===== config.mk =====
export PLATFORM = sky130hd
export DESIGN_NAME = weighted_moving_average_filter
export DESIGN_NICKNAME = d
export VERILOG_FILES = /design/src/wma_pkg.sv /design/src/wma_window_mem.sv /design/src/wma_divider.sv /design/src/weighted_moving_average_filter.sv
export SDC_FILE = /design/constraint.sdc
export NUM_CORES = 1
export LEC_CHECK = 0
export BUFFER_PORTS_ARGS = -buffer_cell sky130_fd_sc_hd__buf_2
export CAP_MARGIN = 30
export CORE_UTILIZATION = 35
export DETAILED_ROUTE_END_ITERATION = 10
export PLACE_DENSITY = 0.63
export SLEW_MARGIN = 0
export SYNTH_ARGS = -nofsm -noshare
export SYNTH_HDL_FRONTEND = slang
export SYNTH_HIERARCHICAL = 1
export SYNTH_SLANG_ARGS = --single-unit

===== constraint.sdc =====
create_clock -name clk -period 6.65 [get_ports clk]
set_clock_uncertainty 0.15 [all_clocks]
set_input_delay 0.3325 -clock clk [delete_from_list [all_inputs] [get_ports clk]]
set_output_delay 0.3325 -clock clk [all_outputs]
set_load 0.01 [all_outputs]

===== src/wma_pkg.sv =====
// shared types and constants for the weighted moving average filter
// no dependencies
`timescale 1ns / 1ps

package wma_pkg;

  localparam int SAMPLE_W = 16;
  localparam int CFG_W = 4;

  localparam logic [CFG_W-1:0] WSIZE_RESET = 4'd12;

  // register index decoded from paddr
  localparam logic REG_WINDOW_SIZE = 1'b0;

  typedef struct packed {
    logic done;
    logic signed [SAMPLE_W-1:0] quotient;
  } div_result_t;

endpackage


===== src/wma_window_mem.sv =====
// sample window memory, one write and one registered read port
// entries read as zero until first written; depends on wma_pkg
`timescale 1ns / 1ps

module wma_window_mem
  import wma_pkg::*;
#(
  parameter int DEPTH = 12,
  parameter int ADDR_W = 4
) (
  input  logic                       clk,
  input  logic                       rst,
  input  logic                       we,
  input  logic [ADDR_W-1:0]          waddr,
  input  logic signed [SAMPLE_W-1:0] wdata,
  input  logic [ADDR_W-1:0]          raddr,
  output logic signed [SAMPLE_W-1:0] rdata
);

  logic signed [SAMPLE_W-1:0] mem [DEPTH];
  logic [DEPTH-1:0] written;
  logic signed [SAMPLE_W-1:0] mem_q;
  logic written_q;

  always_ff @(posedge clk) begin
    if (we) begin
      mem[waddr] <= wdata;
    end
    mem_q <= mem[raddr];
  end

  always_ff @(posedge clk) begin
    if (rst) begin
      written <= '0;
      written_q <= 1'b0;
    end else begin
      if (we) begin
        written[waddr] <= 1'b1;
      end
      written_q <= written[raddr];
    end
  end

  assign rdata = written_q ? mem_q : '0;

endmodule


===== src/wma_divider.sv =====
// serial restoring divider, one quotient bit per cycle, signed dividend
// truncates toward zero; depends on wma_pkg
`timescale 1ns / 1ps

module wma_divider
  import wma_pkg::*;
#(
  parameter int ACC_W = 23,
  parameter int DEN_W = 7
) (
  input  logic                    clk,
  input  logic                    rst,
  input  logic                    start,
  input  logic signed [ACC_W-1:0] dividend,
  input  logic [DEN_W-1:0]        divisor,
  output div_result_t             result
);

  localparam int CNT_W = $clog2(SAMPLE_W + 1);

  logic busy;
  logic done;
  logic [CNT_W-1:0] cnt;
  logic [DEN_W-1:0] rem;
  logic [DEN_W-1:0] den;
  logic [SAMPLE_W-1:0] low;
  logic [SAMPLE_W-1:0] quot;
  logic neg;
  logic [ACC_W-1:0] mag;
  logic [DEN_W:0] trial;
  logic [DEN_W:0] diff;
  logic fits;

  always_comb begin
    mag = dividend[ACC_W-1] ? (~dividend + 1'b1) : dividend;
    trial = {rem, low[SAMPLE_W-1]};
    diff = trial - {1'b0, den};
    fits = trial >= {1'b0, den};
  end

  always_ff @(posedge clk) begin
    if (rst) begin
      busy <= 1'b0;
      done <= 1'b0;
      cnt <= '0;
    end else begin
      done <= 1'b0;
      if (start) begin
        busy <= 1'b1;
        cnt <= '0;
      end else if (busy) begin
        if (cnt == CNT_W'(SAMPLE_W - 1)) begin
          busy <= 1'b0;
          done <= 1'b1;
        end
        cnt <= cnt + 1'b1;
      end
    end
  end

  // quotient magnitude never exceeds 2^15, so the upper dividend bits start below den
  always_ff @(posedge clk) begin
    if (start) begin
      rem <= mag[ACC_W-1:SAMPLE_W];
      low <= mag[SAMPLE_W-1:0];
      den <= divisor;
      neg <= dividend[ACC_W-1];
      quot <= '0;
    end else if (busy) begin
      rem <= fits ? diff[DEN_W-1:0] : trial[DEN_W-1:0];
      low <= {low[SAMPLE_W-2:0], 1'b0};
      quot <= {quot[SAMPLE_W-2:0], fits};
    end
  end

  always_comb begin
    result.done = done;
    result.quotient = neg ? $signed(-quot) : $signed(quot);
  end

endmodule


===== src/weighted_moving_average_filter.sv =====
// linearly weighted moving average filter, top level
// sequencer, weighted accumulate and config register; uses wma_pkg,
// wma_window_mem and wma_divider
//
// usage:
//   sample_valid/sample_ready carry one signed 16-bit sample per transaction;
//   average_valid/average_ready carry one signed 16-bit average per input.
//   the average covers the window as it stood before the new sample, weights
//   1 (oldest) to N (newest), divided by N(N+1)/2 and truncated toward zero.
//   window_size sits at byte address 0 of the APB port; 0 acts as 1 and
//   values above MAX_TAPS act as MAX_TAPS. write it only while idle.
//   each transaction, from accept to the next accept, makes N reads of
//   the window memory (one port read per cycle, writing each sample but
//   the oldest back one place lower), then runs a serial divide.
//   the average then appears in an output register.
//   a stalled receiver holds the result in that register; the next sample
//   is still taken, and its result waits until the register is freed.
//   reset sets window_size to 12 and makes the whole window read as zero.
`timescale 1ns / 1ps

module weighted_moving_average_filter
  import wma_pkg::*;
#(
  parameter int MAX_TAPS = 12
) (
  input  logic                       clk,
  input  logic                       rst,
  input  logic                       psel,
  input  logic                       penable,
  input  logic                       pwrite,
  input  logic [2:0]                 paddr,
  input  logic [31:0]                pwdata,
  output logic [31:0]                prdata,
  output logic                       pready,
  input  logic signed [SAMPLE_W-1:0] sample,
  input  logic                       sample_valid,
  output logic                       sample_ready,
  output logic signed [SAMPLE_W-1:0] average,
  output logic                       average_valid,
  input  logic                       average_ready
);

  localparam int ADDR_W = (MAX_TAPS > 1) ? $clog2(MAX_TAPS) : 1;
  localparam int TAP_W = $clog2(MAX_TAPS + 1);
  localparam int DEN_MAX = MAX_TAPS * (MAX_TAPS + 1) / 2;
  localparam int DEN_W = $clog2(DEN_MAX + 1);
  localparam int ACC_W = SAMPLE_W + DEN_W;
  localparam int PROD_W = SAMPLE_W + TAP_W + 1;

  typedef enum logic [6:0] {
    ST_IDLE   = 7'b0000001,
    ST_READ   = 7'b0000010,
    ST_DRAIN  = 7'b0000100,
    ST_FRESH  = 7'b0001000,
    ST_DSTART = 7'b0010000,
    ST_DWAIT  = 7'b0100000,
    ST_HOLD   = 7'b1000000
  } state_t;

  state_t state;
  state_t state_next;

  logic [CFG_W-1:0] window_size;
  logic [TAP_W-1:0] taps;
  logic [TAP_W-1:0] taps_next;
  logic signed [SAMPLE_W-1:0] fresh;
  logic [ADDR_W-1:0] rd_idx;
  logic arr_valid;
  logic [ADDR_W-1:0] arr_idx;
  logic prod_valid;
  logic signed [ACC_W-1:0] prod;
  logic signed [ACC_W-1:0] acc;
  logic signed [SAMPLE_W-1:0] quot;

  logic cfg_write;
  logic accept;
  logic last_read;
  logic out_free;
  logic [TAP_W-1:0] weight;
  logic signed [PROD_W-1:0] mult;
  logic [DEN_W:0] den_prod;
  logic [DEN_W-1:0] den;

  logic mem_we;
  logic [ADDR_W-1:0] mem_waddr;
  logic signed [SAMPLE_W-1:0] mem_wdata;
  logic signed [SAMPLE_W-1:0] mem_rdata;
  div_result_t div_res;

  // config port
  assign pready = 1'b1;
  assign cfg_write = psel && penable && pwrite && (paddr[2] == REG_WINDOW_SIZE);
  assign prdata = (paddr[2] == REG_WINDOW_SIZE) ? {{(32 - CFG_W){1'b0}}, window_size} : '0;

  always_ff @(posedge clk) begin
    if (rst) begin
      window_size <= WSIZE_RESET;
    end else if (cfg_write) begin
      window_size <= pwdata[CFG_W-1:0];
    end
  end

  always_comb begin
    if (window_size == '0) begin
      taps_next = TAP_W'(1);
    end else if (32'(window_size) > MAX_TAPS) begin
      taps_next = TAP_W'(MAX_TAPS);
    end else begin
      taps_next = TAP_W'(window_size);
    end
  end

  assign accept = sample_valid && sample_ready;
  assign sample_ready = (state == ST_IDLE);
  assign last_read = (TAP_W'(rd_idx) == taps - 1'b1);
  assign out_free = !average_valid || average_ready;

  always_comb begin
    state_next = state;
    case (state)
      ST_IDLE:   if (accept) state_next = ST_READ;
      ST_READ:   if (last_read) state_next = ST_DRAIN;
      ST_DRAIN:  state_next = ST_FRESH;
      ST_FRESH:  state_next = ST_DSTART;
      ST_DSTART: state_next = ST_DWAIT;
      ST_DWAIT:  if (div_res.done) state_next = ST_HOLD;
      ST_HOLD:   if (out_free) state_next = ST_IDLE;
      default:   state_next = ST_IDLE;
    endcase
  end

  always_ff @(posedge clk) begin
    if (rst) begin
      state <= ST_IDLE;
      arr_valid <= 1'b0;
      prod_valid <= 1'b0;
      average_valid <= 1'b0;
    end else begin
      state <= state_next;
      arr_valid <= (state == ST_READ);
      prod_valid <= arr_valid;
      if (state == ST_HOLD && out_free) begin
        average_valid <= 1'b1;
      end else if (average_ready) begin
        average_valid <= 1'b0;
      end
    end
  end

  // read sequencing and weighted accumulate
  assign weight = TAP_W'(arr_idx) + 1'b1;
  assign mult = mem_rdata * $signed({1'b0, weight});

  always_ff @(posedge clk) begin
    if (accept) begin
      taps <= taps_next;
      fresh <= sample;
      rd_idx <= '0;
      acc <= '0;
    end else begin
      if (state == ST_READ && !last_read) begin
        rd_idx <= rd_idx + 1'b1;
      end
      if (prod_valid) begin
        acc <= acc + prod;
      end
    end
    arr_idx <= rd_idx;
    prod <= ACC_W'(mult);
    if (state == ST_DWAIT && div_res.done) begin
      quot <= div_res.quotient;
    end
    if (state == ST_HOLD && out_free) begin
      average <= quot;
    end
  end

  // each sample read but the oldest moves down one place; the new sample goes on top
  always_comb begin
    mem_we = 1'b0;
    mem_waddr = arr_idx - 1'b1;
    mem_wdata = mem_rdata;
    if (state == ST_FRESH) begin
      mem_we = 1'b1;
      mem_waddr = ADDR_W'(taps - 1'b1);
      mem_wdata = fresh;
    end else if (arr_valid && arr_idx != '0) begin
      mem_we = 1'b1;
    end
  end

  wma_window_mem #(
    .DEPTH  (MAX_TAPS),
    .ADDR_W (ADDR_W)
  ) u_mem (
    .clk   (clk),
    .rst   (rst),
    .we    (mem_we),
    .waddr (mem_waddr),
    .wdata (mem_wdata),
    .raddr (rd_idx),
    .rdata (mem_rdata)
  );

  assign den_prod = (DEN_W + 1)'(taps) * ((DEN_W + 1)'(taps) + 1'b1);
  assign den = den_prod[DEN_W:1];

  wma_divider #(
    .ACC_W (ACC_W),
    .DEN_W (DEN_W)
  ) u_div (
    .clk      (clk),
    .rst      (rst),
    .start    (state == ST_DSTART),
    .dividend (acc),
    .divisor  (den),
    .result   (div_res)
  );

  a_read_in_window: assert property (@(posedge clk) disable iff (rst)
    (state == ST_READ) |-> (TAP_W'(rd_idx) < taps))
    else $error("window read beyond active taps");

  a_write_phase: assert property (@(posedge clk) disable iff (rst)
    mem_we |-> (state == ST_READ || state == ST_DRAIN || state == ST_FRESH))
    else $error("window write outside shift phase");

  a_div_done_wait: assert property (@(posedge clk) disable iff (rst)
    div_res.done |-> (state == ST_DWAIT))
    else $error("divider finished outside wait state");

  a_accept_starts: assert property (@(posedge clk) disable iff (rst)
    accept |=> (state == ST_READ && rd_idx == '0))
    else $error("transaction did not start reading");

  a_no_load_over_held: assert property (@(posedge clk) disable iff (rst)
    (state == ST_HOLD && average_valid && !average_ready) |=> (state == ST_HOLD))
    else $error("result left hold while output occupied");

endmodule

* Word-level counts from Yosys, hierarchy flattened
Memory sizes are Yosys's and may differ from the RTL's. A register that Yosys moved wholly into a read port is not among the register bits. Index checks and enable logic that the tools add are counted.
Word-level totals: input port bits 58, output and inout bits 51, flip-flop bits (word level) 185, bits in writable memories 192, word-level logic and storage cells 110, memories 1
Cells by class: add/subtract/negate cells 10, order comparisons 5, eq/ne operators 13, reduce and logical (&&, ||, !) cells 20, $mul 2, bitwise gates (word level) 4, multiplexer cells 31
Memories:
- u_mem.mem | words 12, width 16, rd ports 1, clocked after Yosys merged registers in 1, write ports 1, line wma_window_mem.sv:20 | logic signed [SAMPLE_W-1:0] mem [DEPTH];
Operators with widths (number):
- 16-bit two-way mux | 5
- 7-bit two-way mux | 7
- 7-bit case mux with 7 select lines | 1
- 23-bit by 1-bit adder with 23-bit output (second input constant) | 1
- 23-bit by 21-bit adder with 23-bit output | 1
- 23-bit two-way mux | 1
- 23-bit inverter | 1
- 16-bit by 5-bit multiplier with 21-bit output | 1
- 16-bit negation | 1
- 1-bit two-way mux | 12
- 4-bit two-way mux | 3
- 12-bit bitwise OR | 1
- 4-bit by 5-bit less-than comparator with 1-bit output (second input constant) | 2
- 1-bit logical AND | 9
- 4-bit by 1-bit adder with 4-bit output (second input constant) | 2
- 8-bit by 7-bit >= comparator with 1-bit output | 1
- 4-bit by 5-bit multiplier with 8-bit output | 1
- 4-bit by 1-bit subtractor with 4-bit output (second input constant) | 2
- 7-bit by 1-bit == test with 1-bit output (second input constant) | 1
- 7-bit by 2-bit == test with 1-bit output (second input constant) | 1
- 7-bit by 3-bit == test with 1-bit output (second input constant) | 1
- 7-bit by 4-bit == test with 1-bit output (second input constant) | 1
- 7-bit by 5-bit == test with 1-bit output (second input constant) | 1
- 7-bit by 6-bit == test with 1-bit output (second input constant) | 1
- other kinds (21) | 27

* Depth between registers and ports, before layout
depth in word-level cells 7, depth in mapped cells 18, mapped depth without buffers 16

* Hierarchy
The synthesis kept the hierarchy.
By module, submodules not included:
- weighted_moving_average_filter | sequential area each 2882.8 um^2, area an instance 8513.2 um^2, cells an instance 883, times used 1
- wma_window_mem | sequential area each 6346.1 um^2, area an instance 8410.6 um^2, cells an instance 414, times used 1
- wma_divider | sequential area each 1391.3 um^2, area an instance 3208.1 um^2, cells an instance 328, times used 1

* Least setup slack after synthesis
Ideal clock, no wire load.
path kind register -> register, start register arr_idx[0], end register prod[18], path buffers 2, library setup time 106 ps, slack 2227 ps, period minus slack after synthesis 4423 ps, data required time 6394 ps, data arrival time 4167 ps, stages on the path, launching flop included 18, cells stage by stage dfxtp_1 > buf_4 > nand3_1 > xor2_1 > clkbuf_1 > nor2b_1 > ha_1 > fa_1 > inv_1 > fa_1 > inv_1 > ha_1 > o21ai_0 > a22oi_1 > nand3_1 > o21a_1 > o21a_1 > o311ai_0
Between the ends: word-level cells in the longest chain between the ends 2
RTL lines:
- start: declaration | line weighted_moving_average_filter.sv:69 | logic [ADDR_W-1:0] arr_idx;
- start signal: assignment | line weighted_moving_average_filter.sv:168 | arr_idx <= rd_idx;
- 4-bit by 1-bit adder with 4-bit output | line weighted_moving_average_filter.sv:151 | assign weight = TAP_W'(arr_idx) + 1'b1;
- 16-bit by 5-bit multiplier with 21-bit output | line weighted_moving_average_filter.sv:152 | assign mult = mem_rdata * $signed({1'b0, weight});
- named net mult[18] | line weighted_moving_average_filter.sv:80 | logic signed [PROD_W-1:0] mult;
- end signal: assignment | line weighted_moving_average_filter.sv:169 | prod <= ACC_W'(mult);
- end: declaration | line weighted_moving_average_filter.sv:71 | logic signed [ACC_W-1:0] prod;
The timed path passes the listed nets, and every way through them passes these cells. A chain may end at the register's enable or synchronous reset.

* Worst setup path in the final report
Same ends and word-level chain as after synthesis.

==> flow_metrics.tcl <==
set metrics [dict create \
    status "complete, no violations" \
    peakVddDrop_mv 0.225 \
    critPathCaptureType "flip-flop" \
    drtIter0Drc 710 \
    grt_first_pass_wirelength_mm 65.5 \
    tightest_slew_ps 1020 \
    dp_hpwl_mm 26.8 \
    antenna_found_initial 0 \
    worst-endpoint-arrival_ps 5330 \
    stdcell_count 2495 \
    start_util_pct 35.6 \
    grt_max_degree 42 \
    port_buffers 49 \
    clk_path_buf_depth 3 \
    synth_edf_count 275 \
    cts.reportedPaths.clkPinSlew_ps 60 \
    rsz0062_at_grt "no" \
    cts_htree_levels 2 \
    ys_top_cells_by_area "edfxtp_1 (41%), dfxtp_1 (12%), ha_1 (5.7%), fa_1 (4.1%), mux4_2 (3.2%)" \
    dr.pass1.iters 7 \
    synth_common_cells "edfxtp_1 (275), nor2_1 (126), dfxtp_1 (118)" \
    synth_top_area_share_pct 41.0 \
    grt_use_total_pct 13.9 \
    cts_tree "built" \
    synthXorXnorAreaFrac_pct 3.78 \
    yosysWarnings 6 \
    p_leak_nw 8.86 \
    clkLatencyLatePin_ps 580 \
    diodes 0 \
    synth_mux_area_share_pct 9.75 \
    final_max_slew_viol_count 0 \
    yosysMostFrequentCell "edfxtp_1" \
    cts_resized 0 \
    max_slew_margin_pct 31.9 \
    synth-main-ff-cell "edfxtp_1" \
    multi_input_area_um2 8710 \
    io_pins 109 \
    min_period_ps 5000 \
    cts_sinks 393 \
    drv_cap 0 \
    wl_mm 40.3 \
    startpoint "arr_idx[0]" \
    synthSimpleGateAreaFrac_pct 11.6 \
    route.vias.total 12400 \
    syn_area_per_cell_um2 12.4 \
    wire_per_inst_um 16.2 \
    die_h_um 242 \
    min-delay-start "sample_valid" \
    dieArea_um2 58500 \
    grt_overflow 0 \
    regArea_um2 10600 \
    tns_ps 0 \
    period_share_pct 75.2 \
    fin_nets 1897 \
    route.detailed.drc 0 \
    ant_nets 0 \
    die_w_um 242 \
    crit_path_start_kind "flip-flop" \
    crit_fanout 16 \
    holdCritPathClass "input pin to flip-flop" \
    synth_adder_area_share_pct 9.79 \
    synth_cell_types 83 \
    crit_type "flip-flop to flip-flop" \
    power_density_nw_per_um2 243 \
    grt_pass1_vias 12400 \
    synth_top_family_by_area "simple AND/OR/NAND/NOR gates" \
    ys_ff_latch 393 \
    fmax_ghz 0.200 \
    rows 87 \
    rr_startpoint "arr_idx[0]" \
    ys_seq_area_share_pct 52.8 \
    setup_violations 0 \
    synth_area_leader_cell "edfxtp_1" \
    cts_buffers 42 \
    area.growth.synth_to_final_pct 13.3 \
    synth-compound-area-share_pct 7.72 \
    synth_cells 1625 \
    n_fill_cell 5360 \
    hold_viol 0 \
    drt-vias-per-instance 4.96 \
    async_reset_ff_share_pct 0 \
    gp_congestion 0.800 \
    clock-root-buffer "clkbuf_16" \
    coreArea_um2 56600 \
    dp.cells 2397 \
    required_ps 6980 \
    synth_area_um2 20100 \
    drive_above_1_share_pct 13.2 \
]
## routing by layer
metal / GRT usage, % / share of wire [%] / vias to the layer above / wire length, um
met3: 2.25 / 3.6 / 61 / 1440
met1: 17.2 / 44 / 6105 / 17900
met5: 0 / 0 / - / 0
li1: - / - / 6015 / -
met2: 24.4 / 50 / 196 / 20000
met4: 4.54 / 2.4 / 0 / 964
## power by group
part | total (mW) | internal (mW) | switching (mW) | leakage [nW]
registers | 2.70 | 2.66 | 0.0474 | 3.56
clock network | 2.38 | 1.39 | 0.995 | 0.704
logic | 0.469 | 0.206 | 0.263 | 4.60
## critical path, stage by stage (launching register included)
cell      delay (ps)
dfxtp_1          290
buf_4            170
ha_1             210
xor2_1           730
and2_1           240
ha_1             260
fa_1             540
inv_1             50
fa_1             530
inv_1             40
ha_1             320
o21ai_0          150
a22oi_1          250
nand3_1          160
o21a_1           260
o21a_1           240
o311ai_0         330
## placed cells by master, fill, tap and decap left out, types with 43 or more instances in the layout
master and instances:
edfxtp_1 275, xnor2_1 43, dfxtp_1 116, ha_1 92, inv_1 106, o21ai_0 44
and2_1 52, buf_2 49, a21oi_1 73, nand2_1 89, mux2i_1 52, nor2_1 126
## logic make-up (layout without fill, tap and decap cells)
kind of cell	count (synthesis)	after routing
fa+ha+maj	133	133
simple gates	449	449
other cells	2	29
flops	393	393
mux	123	123
buf+inv	198	285
compound gates	241	241
xor+xnor	86	86
## cell type report
class | instances | area share (%)
clock inverter | 28 | 1.36
tap | 756 | 4.15
multi-input combinational | 1061 | 38.2
timing repair buffer | 98 | 2.99
inverter | 110 | 1.81
sequential | 393 | 46.6
clock buffer | 49 | 4.94
## state kept, by name, summed over array words and instances, names as in the netlist, 5 cells and up
name           count
prod              21
u_div/cnt          5
u_div/rem          7
u_div/quot        16
u_mem/mem_q       16
u_mem/mem        192
average           16
quot              16
u_mem/written     12
acc               23
fresh             16
state              7
u_div/den          7
u_div/low         16
## path summary, 6_finish.rpt
kind | end | slack [ps] | depth (start not counted)
hold / removal | state[0] | 30 | 4
hold reg to reg | average[8] | 270 | 0
setup / recovery | prod[18] | 1650 | 16
setup reg to reg | prod[18] | 1650 | 16
## through the flow
step                      instance area [um2]  util, %  power (mW)  hold WS [ps]  worst slack [ps]
after floorplan                         20200        -        3.12           234              2230
after global placement                  21100     37.3        3.20           251              1660
after detailed placement                21200     37.4        3.22           255              1620
after CTS                               22800     40.3        5.62          12.8              1630
after global routing                    22800     40.3        5.77          36.8              1290
final                                   22800     40.3        5.56          34.8              1650
## timing repair
action	CTS	global route
endpoints found under the setup margin	0	0
setup buffers	0	0
hold buffers	21	0
hold endpoints to repair	21	0
No activity file was read; power rests on OpenSTA's default activity.
